File: src/rtl/hrlp_pkg.sv
// ----------------------------------------------------------------------------
// HTTP request line parser package
// Shared types, widths and status codes of the request line parser.
// ----------------------------------------------------------------------------
package hrlp_pkg;

  localparam int OFFSET_BITS = 16;
  localparam int FIELD_OFF_W = 16;
  localparam int VER_W       = 8;
  localparam int STATUS_W    = 3;
  localparam int OUT_DATA_W  = 4 * FIELD_OFF_W + 2 * VER_W;

  localparam logic [7:0] CH_LF    = 8'h0a;
  localparam logic [7:0] CH_CR    = 8'h0d;
  localparam logic [7:0] CH_SPACE = 8'h20;

  typedef enum logic [STATUS_W-1:0] {
    ST_RUN         = 3'd0,
    ST_MORE        = 3'd1,
    ST_DONE        = 3'd2,
    ST_BAD_METHOD  = 3'd3,
    ST_BAD_REQUEST = 3'd4
  } status_e;

  typedef struct packed {
    logic       valid;
    logic [7:0] data_byte;
    logic       packet_end;
  } byte_req_t;

endpackage

File: src/rtl/hrlp_in_stage.sv
// ----------------------------------------------------------------------------
// HTTP request line parser input stage
// Registers one request byte and holds it until the parser core takes it.
// ----------------------------------------------------------------------------
module hrlp_in_stage (
  input  logic               clk_i,
  input  logic               rst_ni,
  input  logic               valid_i,
  output logic               ready_o,
  input  logic [7:0]         data_byte_i,
  input  logic               packet_end_i,
  output hrlp_pkg::byte_req_t req_o,
  input  logic               req_ready_i
);

  logic       valid_q;
  logic [7:0] data_q;
  logic       last_q;

  assign ready_o = !valid_q || req_ready_i;

  always_ff @(posedge clk_i or negedge rst_ni) begin
    if (!rst_ni) begin
      valid_q <= 1'b0;
    end else if (ready_o) begin
      valid_q <= valid_i;
    end
  end

  always_ff @(posedge clk_i) begin
    if (ready_o && valid_i) begin
      data_q <= data_byte_i;
      last_q <= packet_end_i;
    end
  end

  assign req_o = '{valid: valid_q, data_byte: data_q, packet_end: last_q};

endmodule

File: src/rtl/hrlp_core.sv
// ----------------------------------------------------------------------------
// HTTP request line parser core
// Per-byte state machine of the request line with its result register.
// ----------------------------------------------------------------------------
module hrlp_core (
  input  logic                              clk_i,
  input  logic                              rst_ni,
  input  hrlp_pkg::byte_req_t               req_i,
  output logic                              req_ready_o,
  output logic                              out_valid_o,
  input  logic                              out_ready_i,
  output logic [hrlp_pkg::STATUS_W-1:0]     status_o,
  output logic [hrlp_pkg::OUT_DATA_W-1:0]   result_o
);

  typedef enum logic [3:0] {
    PH_START, PH_METHOD, PH_SPACES_URI, PH_URI, PH_H, PH_HT, PH_HTT, PH_HTTP,
    PH_SLASH, PH_FIRST_MAJOR, PH_MAJOR, PH_FIRST_MINOR, PH_MINOR,
    PH_SPACES_AFTER, PH_ALMOST
  } phase_e;

  localparam logic [hrlp_pkg::OFFSET_BITS-1:0] OFF_MAX = '1;

  function automatic logic is_method_char(logic [7:0] c);
    return (c >= "A" && c <= "Z") || c == "_";
  endfunction

  function automatic logic is_digit(logic [7:0] c);
    return c >= "0" && c <= "9";
  endfunction

  function automatic logic [7:0] sat_ver(logic [7:0] acc, logic [7:0] c);
    logic [11:0] v;
    v = {1'b0, acc, 3'b000} + {3'b000, acc, 1'b0} + {8'h00, c[3:0]};
    return (v > 12'd255) ? 8'hff : v[7:0];
  endfunction

  phase_e                           phase_q, phase_d;
  logic [hrlp_pkg::OFFSET_BITS-1:0] offset_q, offset_d;
  logic [hrlp_pkg::OFFSET_BITS-1:0] method_end_q, method_end_d;
  logic [hrlp_pkg::OFFSET_BITS-1:0] uri_begin_q, uri_begin_d;
  logic [hrlp_pkg::OFFSET_BITS-1:0] uri_finish_q, uri_finish_d;
  logic [hrlp_pkg::OFFSET_BITS-1:0] line_finish_q, line_finish_d;
  logic [7:0]                       major_q, major_d;
  logic [7:0]                       minor_q, minor_d;
  logic [hrlp_pkg::OFFSET_BITS-1:0] pos;
  logic [7:0]                       c;
  logic [7:0]                       c_low;
  hrlp_pkg::status_e                st;
  logic [hrlp_pkg::OUT_DATA_W-1:0]  result_d;
  logic                             out_valid_q;
  hrlp_pkg::status_e                status_q;
  logic [hrlp_pkg::OUT_DATA_W-1:0]  result_q;
  logic                             fire;

  assign req_ready_o = !out_valid_q || out_ready_i;
  assign fire        = req_i.valid && req_ready_o;
  assign c           = req_i.data_byte;
  assign c_low       = c | 8'h20;
  assign pos         = (phase_q == PH_START) ? '0 : offset_q;

  always_comb begin
    phase_d       = phase_q;
    method_end_d  = method_end_q;
    uri_begin_d   = uri_begin_q;
    uri_finish_d  = uri_finish_q;
    line_finish_d = line_finish_q;
    major_d       = major_q;
    minor_d       = minor_q;
    st            = hrlp_pkg::ST_RUN;
    unique case (phase_q)
      PH_METHOD: begin
        if (c == hrlp_pkg::CH_SPACE) begin
          method_end_d = pos;
          phase_d      = PH_SPACES_URI;
        end else if (!is_method_char(c)) begin
          st = hrlp_pkg::ST_BAD_METHOD;
        end
      end
      PH_SPACES_URI: begin
        if (c == "/" || (c_low >= "a" && c_low <= "z")) begin
          uri_begin_d = pos;
          phase_d     = PH_URI;
        end else if (c != hrlp_pkg::CH_SPACE) begin
          st = hrlp_pkg::ST_BAD_REQUEST;
        end
      end
      PH_URI: begin
        if (c == hrlp_pkg::CH_SPACE) begin
          uri_finish_d = pos;
          phase_d      = PH_H;
        end
      end
      PH_H: begin
        if (c == "H") phase_d = PH_HT; else st = hrlp_pkg::ST_BAD_REQUEST;
      end
      PH_HT: begin
        if (c == "T") phase_d = PH_HTT; else st = hrlp_pkg::ST_BAD_REQUEST;
      end
      PH_HTT: begin
        if (c == "T") phase_d = PH_HTTP; else st = hrlp_pkg::ST_BAD_REQUEST;
      end
      PH_HTTP: begin
        if (c == "P") phase_d = PH_SLASH; else st = hrlp_pkg::ST_BAD_REQUEST;
      end
      PH_SLASH: begin
        if (c == "/") phase_d = PH_FIRST_MAJOR; else st = hrlp_pkg::ST_BAD_REQUEST;
      end
      PH_FIRST_MAJOR: begin
        if (c >= "1" && c <= "9") begin
          major_d = {4'h0, c[3:0]};
          phase_d = PH_MAJOR;
        end else begin
          st = hrlp_pkg::ST_BAD_REQUEST;
        end
      end
      PH_MAJOR: begin
        if (c == ".") begin
          phase_d = PH_FIRST_MINOR;
        end else if (is_digit(c)) begin
          major_d = sat_ver(major_q, c);
        end else begin
          st = hrlp_pkg::ST_BAD_REQUEST;
        end
      end
      PH_FIRST_MINOR: begin
        if (is_digit(c)) begin
          minor_d = {4'h0, c[3:0]};
          phase_d = PH_MINOR;
        end else begin
          st = hrlp_pkg::ST_BAD_REQUEST;
        end
      end
      PH_MINOR, PH_SPACES_AFTER: begin
        if (c == hrlp_pkg::CH_CR) begin
          line_finish_d = pos;
          phase_d       = PH_ALMOST;
        end else if (c == hrlp_pkg::CH_LF) begin
          line_finish_d = pos;
          st            = hrlp_pkg::ST_DONE;
        end else if (c == hrlp_pkg::CH_SPACE) begin
          phase_d = PH_SPACES_AFTER;
        end else if (phase_q == PH_MINOR && is_digit(c)) begin
          minor_d = sat_ver(minor_q, c);
        end else begin
          st = hrlp_pkg::ST_BAD_REQUEST;
        end
      end
      PH_ALMOST: begin
        st = (c == hrlp_pkg::CH_LF) ? hrlp_pkg::ST_DONE : hrlp_pkg::ST_BAD_REQUEST;
      end
      default: begin
        phase_d = PH_START;
        if (c != hrlp_pkg::CH_LF && c != hrlp_pkg::CH_CR) begin
          if (!is_method_char(c)) begin
            st = hrlp_pkg::ST_BAD_METHOD;
          end else begin
            phase_d = PH_METHOD;
          end
        end
      end
    endcase

    if (st != hrlp_pkg::ST_RUN) begin
      phase_d = PH_START;
    end else if (req_i.packet_end) begin
      st = hrlp_pkg::ST_MORE;
    end

    if (phase_d == PH_START) begin
      offset_d = '0;
    end else begin
      offset_d = (pos == OFF_MAX) ? OFF_MAX : pos + 1'b1;
    end

    result_d = '0;
    if (st == hrlp_pkg::ST_DONE) begin
      result_d = {minor_d, major_d,
                  hrlp_pkg::FIELD_OFF_W'(line_finish_d),
                  hrlp_pkg::FIELD_OFF_W'(uri_finish_d),
                  hrlp_pkg::FIELD_OFF_W'(uri_begin_d),
                  hrlp_pkg::FIELD_OFF_W'(method_end_d)};
    end
  end

  always_ff @(posedge clk_i or negedge rst_ni) begin
    if (!rst_ni) begin
      phase_q       <= PH_START;
      offset_q      <= '0;
      method_end_q  <= '0;
      uri_begin_q   <= '0;
      uri_finish_q  <= '0;
      line_finish_q <= '0;
      major_q       <= '0;
      minor_q       <= '0;
      out_valid_q   <= 1'b0;
    end else begin
      if (fire) begin
        phase_q       <= phase_d;
        offset_q      <= offset_d;
        method_end_q  <= method_end_d;
        uri_begin_q   <= uri_begin_d;
        uri_finish_q  <= uri_finish_d;
        line_finish_q <= line_finish_d;
        major_q       <= major_d;
        minor_q       <= minor_d;
      end
      if (req_ready_o) begin
        out_valid_q <= req_i.valid;
      end
    end
  end

  always_ff @(posedge clk_i) begin
    if (fire) begin
      status_q <= st;
      result_q <= result_d;
    end
  end

  assign out_valid_o = out_valid_q;
  assign status_o    = status_q;
  assign result_o    = result_q;

endmodule

File: src/rtl/http_request_line_parser.sv
// ----------------------------------------------------------------------------
// HTTP request line parser
// Parses an HTTP request line one byte at a time and reports a status for
// every byte, with method length, URI offsets, line end and version on done.
//
// Channel  Direction  Contents
// s_axis   in         tdata[7:0] data_byte, tlast packet_end
// m_axis   out        tuser[2:0] parse_status, tdata method_length,
//                     uri_begin, uri_finish, line_finish, version_major,
//                     version_minor
//
// One byte is taken every cycle while the result is not stalled; each request
// gives its result through the input register and the result register.
// Reset is asynchronous and active low and returns the parser to start.
// A stalled result holds the core, and the input register then fills.
// ----------------------------------------------------------------------------
module http_request_line_parser (
  input  logic                            clk_i,
  input  logic                            rst_ni,
  input  logic                            s_axis_tvalid,
  output logic                            s_axis_tready,
  input  logic [7:0]                      s_axis_tdata,  // data_byte
  input  logic                            s_axis_tlast,  // packet_end
  output logic                            m_axis_tvalid,
  input  logic                            m_axis_tready,
  // method_length, uri_begin, uri_finish, line_finish, version_major,
  // version_minor
  output logic [hrlp_pkg::OUT_DATA_W-1:0] m_axis_tdata,
  output logic [hrlp_pkg::STATUS_W-1:0]   m_axis_tuser   // parse_status
);

  hrlp_pkg::byte_req_t req;
  logic                req_ready;

  hrlp_in_stage u_in_stage (
    .clk_i        (clk_i),
    .rst_ni       (rst_ni),
    .valid_i      (s_axis_tvalid),
    .ready_o      (s_axis_tready),
    .data_byte_i  (s_axis_tdata),
    .packet_end_i (s_axis_tlast),
    .req_o        (req),
    .req_ready_i  (req_ready)
  );

  hrlp_core u_core (
    .clk_i       (clk_i),
    .rst_ni      (rst_ni),
    .req_i       (req),
    .req_ready_o (req_ready),
    .out_valid_o (m_axis_tvalid),
    .out_ready_i (m_axis_tready),
    .status_o    (m_axis_tuser),
    .result_o    (m_axis_tdata)
  );

endmodule

File: config.mk
export PLATFORM = sky130hd
export DESIGN_NAME = http_request_line_parser
export DESIGN_NICKNAME = d
export VERILOG_FILES = /design/src/rtl/hrlp_pkg.sv /design/src/rtl/hrlp_in_stage.sv /design/src/rtl/hrlp_core.sv /design/src/rtl/http_request_line_parser.sv
export SDC_FILE = /design/constraint.sdc
export NUM_CORES = 1
export LEC_CHECK = 0
export ABC_CLOCK_PERIOD_IN_PS = 5300
export BUFFER_PORTS_ARGS = -buffer_cell sky130_fd_sc_hd__clkbuf_2
export CORE_MARGIN = 5
export CORE_UTILIZATION = 55
export CTS_CLUSTER_DIAMETER = 120
export CTS_CLUSTER_SIZE = 20
export DETAILED_ROUTE_END_ITERATION = 8
export PLACE_DENSITY = 0.84
export SLEW_MARGIN = 5
export SYNTH_ARGS = -nofsm -noshare
export SYNTH_HDL_FRONTEND = slang
export SYNTH_SLANG_ARGS = --single-unit
File: constraint.sdc
create_clock -name clk_i -period 5.3 [get_ports clk_i]
set_clock_uncertainty 0.05 [all_clocks]
set_input_delay 0.795 -clock clk_i [delete_from_list [all_inputs] [get_ports clk_i]]
set_output_delay 0.795 -clock clk_i [all_outputs]
set_load 0.02 [all_outputs]
==> flow_summary_export.csv <==
group,metric,value,unit
drt,drt_iter0_drc,975,
floorplan,die_x,141.9,um
place,globalplace.congestion,0.9702,
setup_path,worst_r2r_endpoint,"u_core.offset_q[6]$_DFFE_PN0P_",
grt,antenna_found_initial,0,
run,drv_cap,0,
place,io_buffers,97,
cts,postCtsHoldBufs,0,
setup_path,r2r_slack,1.50,ns
setup_path,cp-end-kind,"flip-flop",
synth,synth_area_leader_cell,"edfxtp_1",
grt,grt_remaining_overflow,0,
setup_path,critPathSlowestCell,"dfrtp_1",
cts,cts.repair.resized,0,
layout,area_delta_synth_final,12.32,%
synth,synth_edf_count,92,
timing,setup_tns,0,ns
cts,cts.sinks,194,
timing,drv_slew,0,
synth,synth_common_cells,"144 x nor2_1, 127 x nand2_1, 102 x dfrtp_1, 96 x o21ai_0, 92 x edfxtp_1",
drt,detail_route.vias_per_cell,5.995,
setup_path,critPathArrivalTime,4.13,ns
power_and_ir_drop,p_leak,0.004260,uW
setup_path,r2r-start,"u_core.phase_q[1]$_DFFE_PN0P_",
setup_path,critical_path_buf_inv_count,3,
timing,setup_violations,0,
grt,grt_pass1_wl,36400,um
synth,synthFlopType,"dfrtp_1",
cts,path_clk_slew,0.08,ns
synth,synth_area,0.009569,mm^2
setup_path,cp.required,5.63,ns
floorplan,coreArea,0.01718,mm^2
layout,final.fill_count,1328,
place,dp.final_hpwl,15100,um
outcome,status,"complete, no violations",
setup_path,worstRegToRegCells,13,
synth,ys_seq_area_share,55.54,%
drt,wl_met2,10730,um
floorplan,start_util,55.71,%
drt,firstDrtPassIters,6,
layout,final_nets,1086,
grt,grt_pass1_vias,7032,
floorplan,die_h,141.9,um
timing,grt_setup_unrepaired,"false",
setup_path,crit_fanout,27,
cts,cts-root-buf,"clkbuf_16",
grt,grtUsageTotal,22.67,%
timing,period_minus_slack,3.798,ns
drt,maxUsedRoutingLayer,"met4",
layout,multi_input_comb_area,0.003928,mm^2
cts,cts_setup_buffers,0,
power_and_ir_drop,p_per_area,291.6,mW/mm^2
synth,synth_cells,973,
layout,drive_above_1_share,14.75,%
drt,routedWlPerCell,17.57,um
floorplan,row_count,48,
timing,maxSlewHeadroom,19.33,%
setup_path,critPathMaxStageDelay,0.75,ns
synth,synth_most_common_cell,"nor2_1",
layout,regArea,0.005315,mm^2
timing,max_freq,0.2633,GHz
floorplan,dieArea,0.02014,mm^2
drt,remaining_drc_errors,0,
cts,cts_buffers,17,
synth,synth_area_leaders,"edfxtp_1 29%, dfrtp_1 27%, nor2_1 5.6%, o21ai_0 5.0%, nand2_1 5.0%",
synth,synthArstFlopShare,52.58,%
grt,grt_max_degree,62,
power_and_ir_drop,vdd_drop_max,0.2522,mV
synth,synth_warnings,0,
synth,netlist.area_leader.share,28.87,%
hold_path,min_path_type,"primary input to asynchronous set/reset pin",
setup_path,crit_family,"simple AND/OR/NAND/NOR gates",
timing,finalCritPeriodShare,71.67,%
setup_path,critical_path_class,"flip-flop to flip-flop",
cts,cts_htree_levels,4,
timing,final-hold-violation-count,0,
layout,diodes,0,
cts,clkLatencyLatePin,0.44,ns
drt,via_count,7650,
setup_path,worstSetupStartpointType,"flip-flop",
cts,clock_path_buffers,2,
floorplan,io_pins,98,
synth,postSynthAreaPerCell,9.835,um^2
synth,syn-num-nets,1021,
drt,routed-wl-met3,2050,um
drt,wirelength,22420,um
drt,wl_met1,9166,um
timing,worst_pin_slew,1.210,ns
cts,tritoncts,"yes",
drt,antenna_left,0,
layout,final_core_utilization,62.57,%
setup_path,worstPathCellList,"or4_1, buf_4, nand2_1, inv_1, ha_1, nand2_1, nor2_1, nand4_1, nor4_2, buf_4, o21ai_0, o41ai_1, a22o_1",
synth,ys_seq_elements,194,
synth,ys_types,70,
==> per-stage QoR <==
stage | worst slack, ns | power (uW) | cells | instance area [um^2] | hold WS [ns]
floorplan | 1.047 | 1798 | 973 | 9569 | 0.3918
global placement | 1.812 | 1866 | 1244 | 10140 | 0.4035
detailed placement | 1.651 | 1871 | 1244 | 10140 | 0.4134
CTS | 1.597 | 3140 | 1276 | 10750 | 0.4167
global route | 1.245 | 3228 | 1276 | 10750 | 0.4565
finish | 1.502 | 3134 | 1276 | 10750 | 0.3812
==> worst max path at each step <==
stage / startpoint / end / slack (ns) / cells past startpoint
2_1_floorplan: m_axis_tready / u_core.result_o[0]$_SDFFCE_PP0P_ / 1.05 / 5
3_3_place_gp: u_core.phase_q[1]$_DFFE_PN0P_ / u_core.offset_q[6]$_DFFE_PN0P_ / 1.81 / 13
6_report: u_core.phase_q[1]$_DFFE_PN0P_ / u_core.offset_q[6]$_DFFE_PN0P_ / 1.50 / 13
3_5_place_dp: u_core.phase_q[1]$_DFFE_PN0P_ / u_core.offset_q[6]$_DFFE_PN0P_ / 1.65 / 13
4_1_cts: u_core.phase_q[1]$_DFFE_PN0P_ / u_core.offset_q[6]$_DFFE_PN0P_ / 1.60 / 13
5_1_grt: u_core.phase_q[1]$_DFFE_PN0P_ / u_core.offset_q[6]$_DFFE_PN0P_ / 1.25 / 13
==> cell usage in the layout (no fill, tap or decap), drive strengths merged, types with 5 or more instances in the layout <==
cell and count:
nand2b 12, nor4 9, o211ai 6, dfrtp 102, a31oi 10, nor3b 6, nand2 127, a21oi 80
nor2 144, nor2b 5, clkinv 7, o21ai 104, edfxtp 92, nand4 11, and2 22, or3 6
xnor2 6, inv 26, ha 31, buf 9, nor3 23, clkbuf 113, a22oi 5, nand3 15
o22ai 8
==> routing by layer <==
metal	track usage (%)	vias to the layer above
met2	36.25	385
met1	31.54	3615
met4	7.222	0
met5	0	-
li1	-	3608
met3	4.550	42
==> area by class of cell <==
class	count	area share, %
sequential	194	49.45
multi-input combinational	701	36.54
timing repair buffer	105	5.099
clock buffer	17	3.958
tap	225	2.619
clock inverter	15	1.653
inverter	19	0.6752
==> sequential cells by signal (all words and copies together) (netlist names) <==
name                  count
u_core.out_valid_o        1
u_core.minor_q            8
u_core.uri_finish_q      16
u_core.status_o           3
u_core.method_end_q      16
u_in_stage.last_q         1
u_core.offset_q          16
u_core.result_o          80
u_in_stage.data_q         8
u_core.uri_begin_q       16
u_core.line_finish_q     16
u_core.phase_q            4
u_in_stage.valid_q        1
u_core.major_q            8
==> power breakdown <==
group          leakage, uW  switching [uW]  internal (uW)
Clock             0.000291             654            643
Combinational      0.00163             136           46.9
Sequential         0.00234            27.2           1630
Total              0.00426             817           2320
==> kinds of logic (layout without fill, tap and decap cells) <==
group | after synthesis | count (layout) | share of synthesized area [%]
AOI/OAI and AO/OA | 257 | 257 | 15.60
adders and majority gates | 35 | 35 | 4.890
buffers and inverters | 78 | 156 | 3.439
and+or+nand+nor | 398 | 398 | 19.47
DFF | 194 | 194 | 55.54
xor gates and xnor gates | 8 | 8 | 0.7322
muxes | 3 | 3 | 0.3269
Power figures use the tool's default switching activity.
